**config.mk**
```make
export PLATFORM = sky130hd
export DESIGN_NAME = htm_merge
export DESIGN_NICKNAME = d
export VERILOG_FILES = /design/src/rtl/core/htm_pkg.sv /design/src/rtl/core/htm_merge.sv
export SDC_FILE = /design/constraint.sdc
export NUM_CORES = 1
export LEC_CHECK = 0
export ABC_AREA = 1
export BUFFER_PORTS_ARGS = -buffer_cell sky130_fd_sc_hd__buf_2
export CAP_MARGIN = 20
export CORE_MARGIN = 2
export CORE_UTILIZATION = 43
export CTS_CLUSTER_SIZE = 25
export DETAILED_ROUTE_END_ITERATION = 8
export PLACE_DENSITY = 0.87
export SLEW_MARGIN = 25
export SYNTH_ARGS = -nofsm -noshare
export SYNTH_HDL_FRONTEND = slang
export SYNTH_SLANG_ARGS = --single-unit
```
**constraint.sdc**
```tcl
create_clock -name clk -period 0.8 [get_ports clk]
set_clock_uncertainty 0.1 [all_clocks]
set_input_delay 0 -clock clk [delete_from_list [all_inputs] [get_ports clk]]
set_output_delay 0 -clock clk [all_outputs]
set_load 0.02 [all_outputs]
```
**src/rtl/core/htm_pkg.sv**
```systemverilog
// shared types, constants and constant tables for the hdr tone mapper
// no dependencies
package htm_pkg;

    localparam int LANES     = 4;
    localparam int SAMPLE_W  = 32;
    localparam int RATIO_W   = 16;
    localparam int FRAC_W    = 20;
    localparam int EXPX_W    = 30;
    localparam int VAL_W     = 31;
    localparam int STEP_W    = 5;

    localparam logic [SAMPLE_W-1:0] ONE_Q16   = 32'h0001_0000;
    localparam logic [VAL_W-1:0]    ONE_Q30   = 31'h4000_0000;
    localparam logic [30:0]         LOG2E_Q30 = 31'd1549082005;
    localparam logic [7:0]          BYTE_FULL = 8'd255;

    localparam logic [1:0] CMD_CLEAR   = 2'd0;
    localparam logic [1:0] CMD_SCAN    = 2'd1;
    localparam logic [1:0] CMD_CONVERT = 2'd2;

    localparam logic [1:0] REG_EXPOSURE  = 2'd0;
    localparam logic [1:0] REG_INV_GAMMA = 2'd1;
    localparam logic [1:0] REG_CHANNELS  = 2'd2;

    typedef enum logic [3:0] {
        LN_IDLE,
        LN_DIV,
        LN_NORM,
        LN_LOG,
        LN_GAMMA,
        LN_EXP,
        LN_SHIFT,
        LN_EXPO,
        LN_LOG2E,
        LN_FINAL
    } lane_phase_t;

    typedef enum logic [1:0] {
        TOP_IDLE,
        TOP_BUSY,
        TOP_HOLD
    } top_state_t;

    typedef struct packed {
        logic [15:0]         exposure;
        logic [15:0]         inv_gamma;
        logic [SAMPLE_W-1:0] max;
    } lane_cfg_t;

    typedef struct packed {
        logic       load;
        logic [2:0] count;
        logic       last;
    } merge_ctl_t;

    typedef logic [FRAC_W-1:0][VAL_W-1:0] root_tab_t;

    function automatic logic [63:0] isqrt64(input logic [63:0] n);
        logic [63:0] rem;
        logic [63:0] res;
        logic [63:0] bitv;
        rem  = n;
        res  = '0;
        bitv = 64'h4000_0000_0000_0000;
        for (int i = 0; i < 32; i++)
        begin
            if (rem >= res + bitv)
            begin
                rem = rem - (res + bitv);
                res = (res >> 1) + bitv;
            end
            else
            begin
                res = res >> 1;
            end
            bitv = bitv >> 2;
        end
        return res;
    endfunction

    // 2^(-2^-(k+1)) in q.30 for entry k, each a square root of the one before
    function automatic root_tab_t build_roots();
        root_tab_t   tab;
        logic [63:0] r;
        r      = isqrt64(64'd1 << 59);
        tab[0] = r[VAL_W-1:0];
        for (int i = 1; i < FRAC_W; i++)
        begin
            r      = isqrt64(r << 30);
            tab[i] = r[VAL_W-1:0];
        end
        return tab;
    endfunction

    localparam root_tab_t ROOT_TAB = build_roots();

endpackage

```
**src/rtl/core/htm_merge.sv**
```systemverilog
// merges the lane bytes into one rgba item and holds it in the output register
// depends on htm_pkg
module htm_merge (
    input  logic                        clk,
    input  logic                        rst_n,
    input  htm_pkg::merge_ctl_t         ctl,
    input  logic [htm_pkg::LANES-1:0][7:0] lane_bytes,
    output logic                        free,
    output logic                        out_valid,
    input  logic                        out_ready,
    output logic [7:0]                  out_red,
    output logic [7:0]                  out_green,
    output logic [7:0]                  out_blue,
    output logic [7:0]                  out_alpha,
    output logic                        last_pixel
);
    import htm_pkg::*;

    logic                      valid_reg, valid_next;
    logic [LANES-1:0][7:0]     bytes_reg;
    logic [LANES-1:0][7:0]     bytes_next;
    logic                      last_reg;

    always_comb
    begin
        free = !valid_reg || out_ready;
        for (int k = 0; k < LANES; k++)
        begin
            if (3'(k) < ctl.count)
            begin
                bytes_next[k] = lane_bytes[k];
            end
            else
            begin
                bytes_next[k] = (k == LANES - 1) ? BYTE_FULL : 8'd0;
            end
        end
        if (ctl.load)
        begin
            valid_next = 1'b1;
        end
        else if (out_ready)
        begin
            valid_next = 1'b0;
        end
        else
        begin
            valid_next = valid_reg;
        end
    end

    always_ff @(posedge clk or negedge rst_n)
    begin
        if (!rst_n)
        begin
            valid_reg <= 1'b0;
        end
        else
        begin
            valid_reg <= valid_next;
        end
    end

    always_ff @(posedge clk)
    begin
        if (ctl.load)
        begin
            bytes_reg <= bytes_next;
            last_reg  <= ctl.last;
        end
    end

    assign out_valid  = valid_reg;
    assign out_red    = bytes_reg[0];
    assign out_green  = bytes_reg[1];
    assign out_blue   = bytes_reg[2];
    assign out_alpha  = bytes_reg[3];
    assign last_pixel = last_reg;

endmodule
```
* Yosys cells after proc, flatten, opt, wreduce, memory -nomap -nowiden
Index checks and enable logic that the tools add are counted.
** Operators by class
- Order comparisons :: 4
- Muxes and demuxes :: 2
- Reduce and logical (&&, ||, !) cells :: 3
** Operator list (number)
- $lt A1 B3 Y1 const A :: 2
- $lt A2 B3 Y1 const A :: 2
- $mux W1 :: 2
- $reduce_bool A2 Y1 :: 1
- $logic_not A1 Y1 :: 1
- $logic_or A1 B1 Y1 :: 1
** Word-level totals
- Register bits after elaboration :: 34
- Output and inout port bits :: 35
- Word-level logic and storage cells :: 15

* Depth between registers and ports, before layout
- Word-level depth :: 2
- Depth in mapped cells :: 3
- Depth with buffers taken out :: 3

* Least setup slack after synthesis
Ideal clock, no wire load.
- Path type :: reg2reg
- From :: register out_valid (netlist name)
- To :: register valid_reg, in the netlist out_valid
- Library setup time :: 0.129 ns
- Arrival :: 0.709 ns
- Data required time :: 0.571 ns
- Setup slack :: -0.138 ns
- Cell stages (with the launch flop) :: 3
- Path buffers :: 0
- Cell sequence :: dfrtp_1 nand2_1 nand2_1
** RTL lines
- end signal: assignment :: RTL line htm_merge.sv:60 : valid_reg <= valid_next;
- end: declaration :: RTL line htm_merge.sv:19 : logic valid_reg, valid_next;

* Worst setup path in the final report
- From :: register valid_reg, in the netlist out_valid
- To :: output port free
** Between the ends
- Word-level cells in the longest chain between the ends :: 2
** RTL lines
- $logic_not A1 Y1 :: RTL line htm_merge.sv:26 : free = !valid_reg || out_ready;
- $logic_or A1 B1 Y1 :: RTL line htm_merge.sv:26
- end: declaration :: RTL line htm_merge.sv:8 : output logic free,
No other way between the ends.

==> qor.csv <==
stage;metric;value;unit
outcome;status;finished with violations;
outcome;violations;hold timing, setup timing;
synthesis;yosysTopAreaCellShare;75.6;%
global_route;overflow;0;
critical_path;r2r_slack;60;ps
synthesis;avgSynthCellArea;14.3;µm²
sta;period_needed;1020;ps
routing;wl_per_cell;13.4;µm
global_route;grt_pass1_wl;4.54;mm
critical_path;crit_fanout;2;
hold_path;hp-class;primary input to flop;
floorplan;coreArea;0.00298;mm²
clock_network;root_buffer;clkbuf_4;
clock_network;cts_tree;yes;
global_route;grt_max_degree;25;
placed_design;gp_congestion;0.681;
sta;final-max-slew-violation-count;0;
placed_design;io_buffers;74;
synthesis;syn_nets;132;
critical_path;path_depth;2;
clock_network;clk_pin_slew;90;ps
final_layout;syn_to_final_growth;69.8;%
power_and_ir_drop;ir_drop;1000;µV
power_and_ir_drop;p_comb_share;21.6;%
floorplan;die-area;0.00351;mm²
clock_network;cts_hold_buffers;27;
synthesis;synthFlopType;edfxtp_1;
clock_network;cts_max_level;2;
critical_path;critical-path-top-delay-family;flip-flops;
floorplan;dieHeight;59.2;µm
critical_path;cp-start-kind;flop;
final_layout;fillCellCount;206;
synthesis;synth_top_area_cell;edfxtp_1;
floorplan;std_cell_rows;20;
critical_path;cp_slowest_cell;dfrtp_2;
critical_path;reg2reg_depth;2;
synthesis;netlist-cell-type-count;11;
critical_path;required;700;ps
critical_path;r2r_end;out_valid;
clock_network;cts.path.max_buffers;2;
power_and_ir_drop;p_total;3.88;mW
routing;wl_met3;227;µm
sta;relSlewSlack;80.6;%
placed_design;dp_slack;-60.6;ps
sta;setup_tns;-5710;ps
hold_path;holdCritStartpoint;lane_bytes[26];
routing;ant_nets;0;
placed_design;place_area;0.00176;mm²
sta;worst_pin_slew;290;ps
routing;met1_length;1.04;mm
critical_path;timing.setup.critical_path_class;flop to primary output;
power_and_ir_drop;p_leak;1.02;nW
final_layout;stdcell_area;0.00223;mm²
global_route;grt_util_all_layers;18.5;%
power_and_ir_drop;p_sw;0.969;mW
hold_path;min_to;out_alpha[2];
power_and_ir_drop;clockPowerShare;22.2;%
clock_network;numCtsBuffers;5;
sta;max_freq;0.979;GHz
critical_path;arrival;920;ps
critical_path;crit_buf_inv;1;
sta;rsz0062_at_grt;yes;
critical_path;cp-end-kind;primary output;
global_route;antenna_found_initial;0;
final_layout;antenna_cells;0;
sta;setup_viol;35;
critical_path;max_stage_delay;430;ps
routing;dr.max_layer_used;met4;
routing;drtIter0Drc;9;
floorplan;io_pins;75;
routing;drtPass1Iterations;4;
power_and_ir_drop;sw_frac_of_total;25.0;%
synthesis;yosys_warnings;0;
run;maxCapViolations;0;
routing;route.met2.wl;1.81;mm
routing;drt_drc_violations_left;0;
sta;finalCritPeriodShare;128;%
clock_network;clk-insertion-delay-late;320;ps
final_layout;drive_gt1_share;42.3;%
floorplan;die_x;59.2;µm
clock_network;cts_sinks;34;
placed_design;place_hpwl;1.95;mm
power_and_ir_drop;p_seq_share;56.2;%
sta;whs;-178;ps
hold_path;hold_depth;2;
synthesis;synth.most_common_cell;edfxtp_1;
routing;wl;3.14;mm
routing;num_vias;1052;
synthesis;ys_seq_elements;34;
synthesis;synthArstFlopShare;2.94;%
power_and_ir_drop;power.density;1740;mW/mm²
critical_path;cp_cell_sequence;nand2_4 > buf_6;
sta;hold_violations;9;
synthesis;yosys-top-cells-count;edfxtp_1, inv_1;
global_route;grt_pass1_vias;1062;
critical_path;rr_startpoint;out_valid;
synthesis;synth_edf_count;33;
synthesis;synthesis.area;0.00131;mm²
synthesis;syn_inst;92;
final_layout;fin_nets;240;
routing;vias_per_cell;4.50;
floorplan;start_util;44.0;%
synthesis;yosysSeqAreaShare;77.5;%
synthesis;yosys-top-cells-area;edfxtp_1, inv_1, a21boi_1;
sta;worst_slack;-221;ps
power_and_ir_drop;cell_internal_pwr;2.91;mW
placed cells by master (no fill, tap or decap), types with 2 or more instances in the layout:
cell,instances
buf_6,25
nor2_1,8
buf_2,48
dlygate4sd3_1,27
inv_1,19
clkbuf_4,5
or2_1,8
edfxtp_1,33
buf_12,2
a21boi_1,8
nand2_1,2
a21oi_1,8
clkbuf_1,3
cells by family after synthesis:
group / Yosys count / synth area share [%]
flops: 34 / 77.5
buf+inv: 22 / 7.44
simple gates: 20 / 7.44
compound gates: 16 / 7.63
metal layers:
layer / vias up / GRT usage [%]
met5: - / 0
met1: 479 / 17.4
met2: 45 / 34.7
met4: 0 / 8.77
li1: 523 / -
met3: 5 / 6.55
state kept, by name, summed over array words and instances, names as in the netlist:
name	count
last_pixel	1
out_alpha	8
out_blue	8
out_green	8
out_red	8
out_valid	1
layout make-up:
type	count	area (µm²)	area share (%)
Sequential cell	34	1020	45.7
Timing Repair Buffer	103	840	37.7
Multi-Input combinational cell	36	205	9.21
Inverter	20	75.1	3.37
Clock buffer	8	48.8	2.19
Tap cell	33	41.3	1.85
per-stage QoR:
step | util (%) | instances
after floorplan | - | 92
after global placement | 59.0 | 200
after detailed placement | 59.0 | 200
after CTS | 70.3 | 235
after global routing | 74.8 | 234
final | 74.8 | 234
power by group through the flow:
stage               clock network, mW  logic [mW]  registers, mW
global route                    0.964       0.894           2.20
detailed placement                  0       0.611           2.20
global placement                    0       0.598           2.19
finish                          0.860       0.836           2.18
CTS                             0.895       0.729           2.16
floorplan                           0       0.115           2.40
worst register-to-register path: cells and delay by family (launching register included):
family,cells,cell delay (ps)
flip-flops,1,430
AND/OR/NAND/NOR,2,110
worst max-delay path by stage:
stage | from | end | slack [ps]
floorplan | out_valid | out_valid | -20
global route | out_valid | free | -270
detailed placement | ctl[3] | out_red[2] | -60
CTS | out_valid | free | -240
finish | out_valid | free | -220
global placement | ctl[3] | out_red[5] | -30
what timing repair did:
item	in CTS	in global routing
setup buffers	0	0
gates resized for setup	6	44
endpoints found under the setup margin	35	36
pin swaps	0	0
endpoints found under the hold margin	58	9
(Power assumes the default switching activity.)
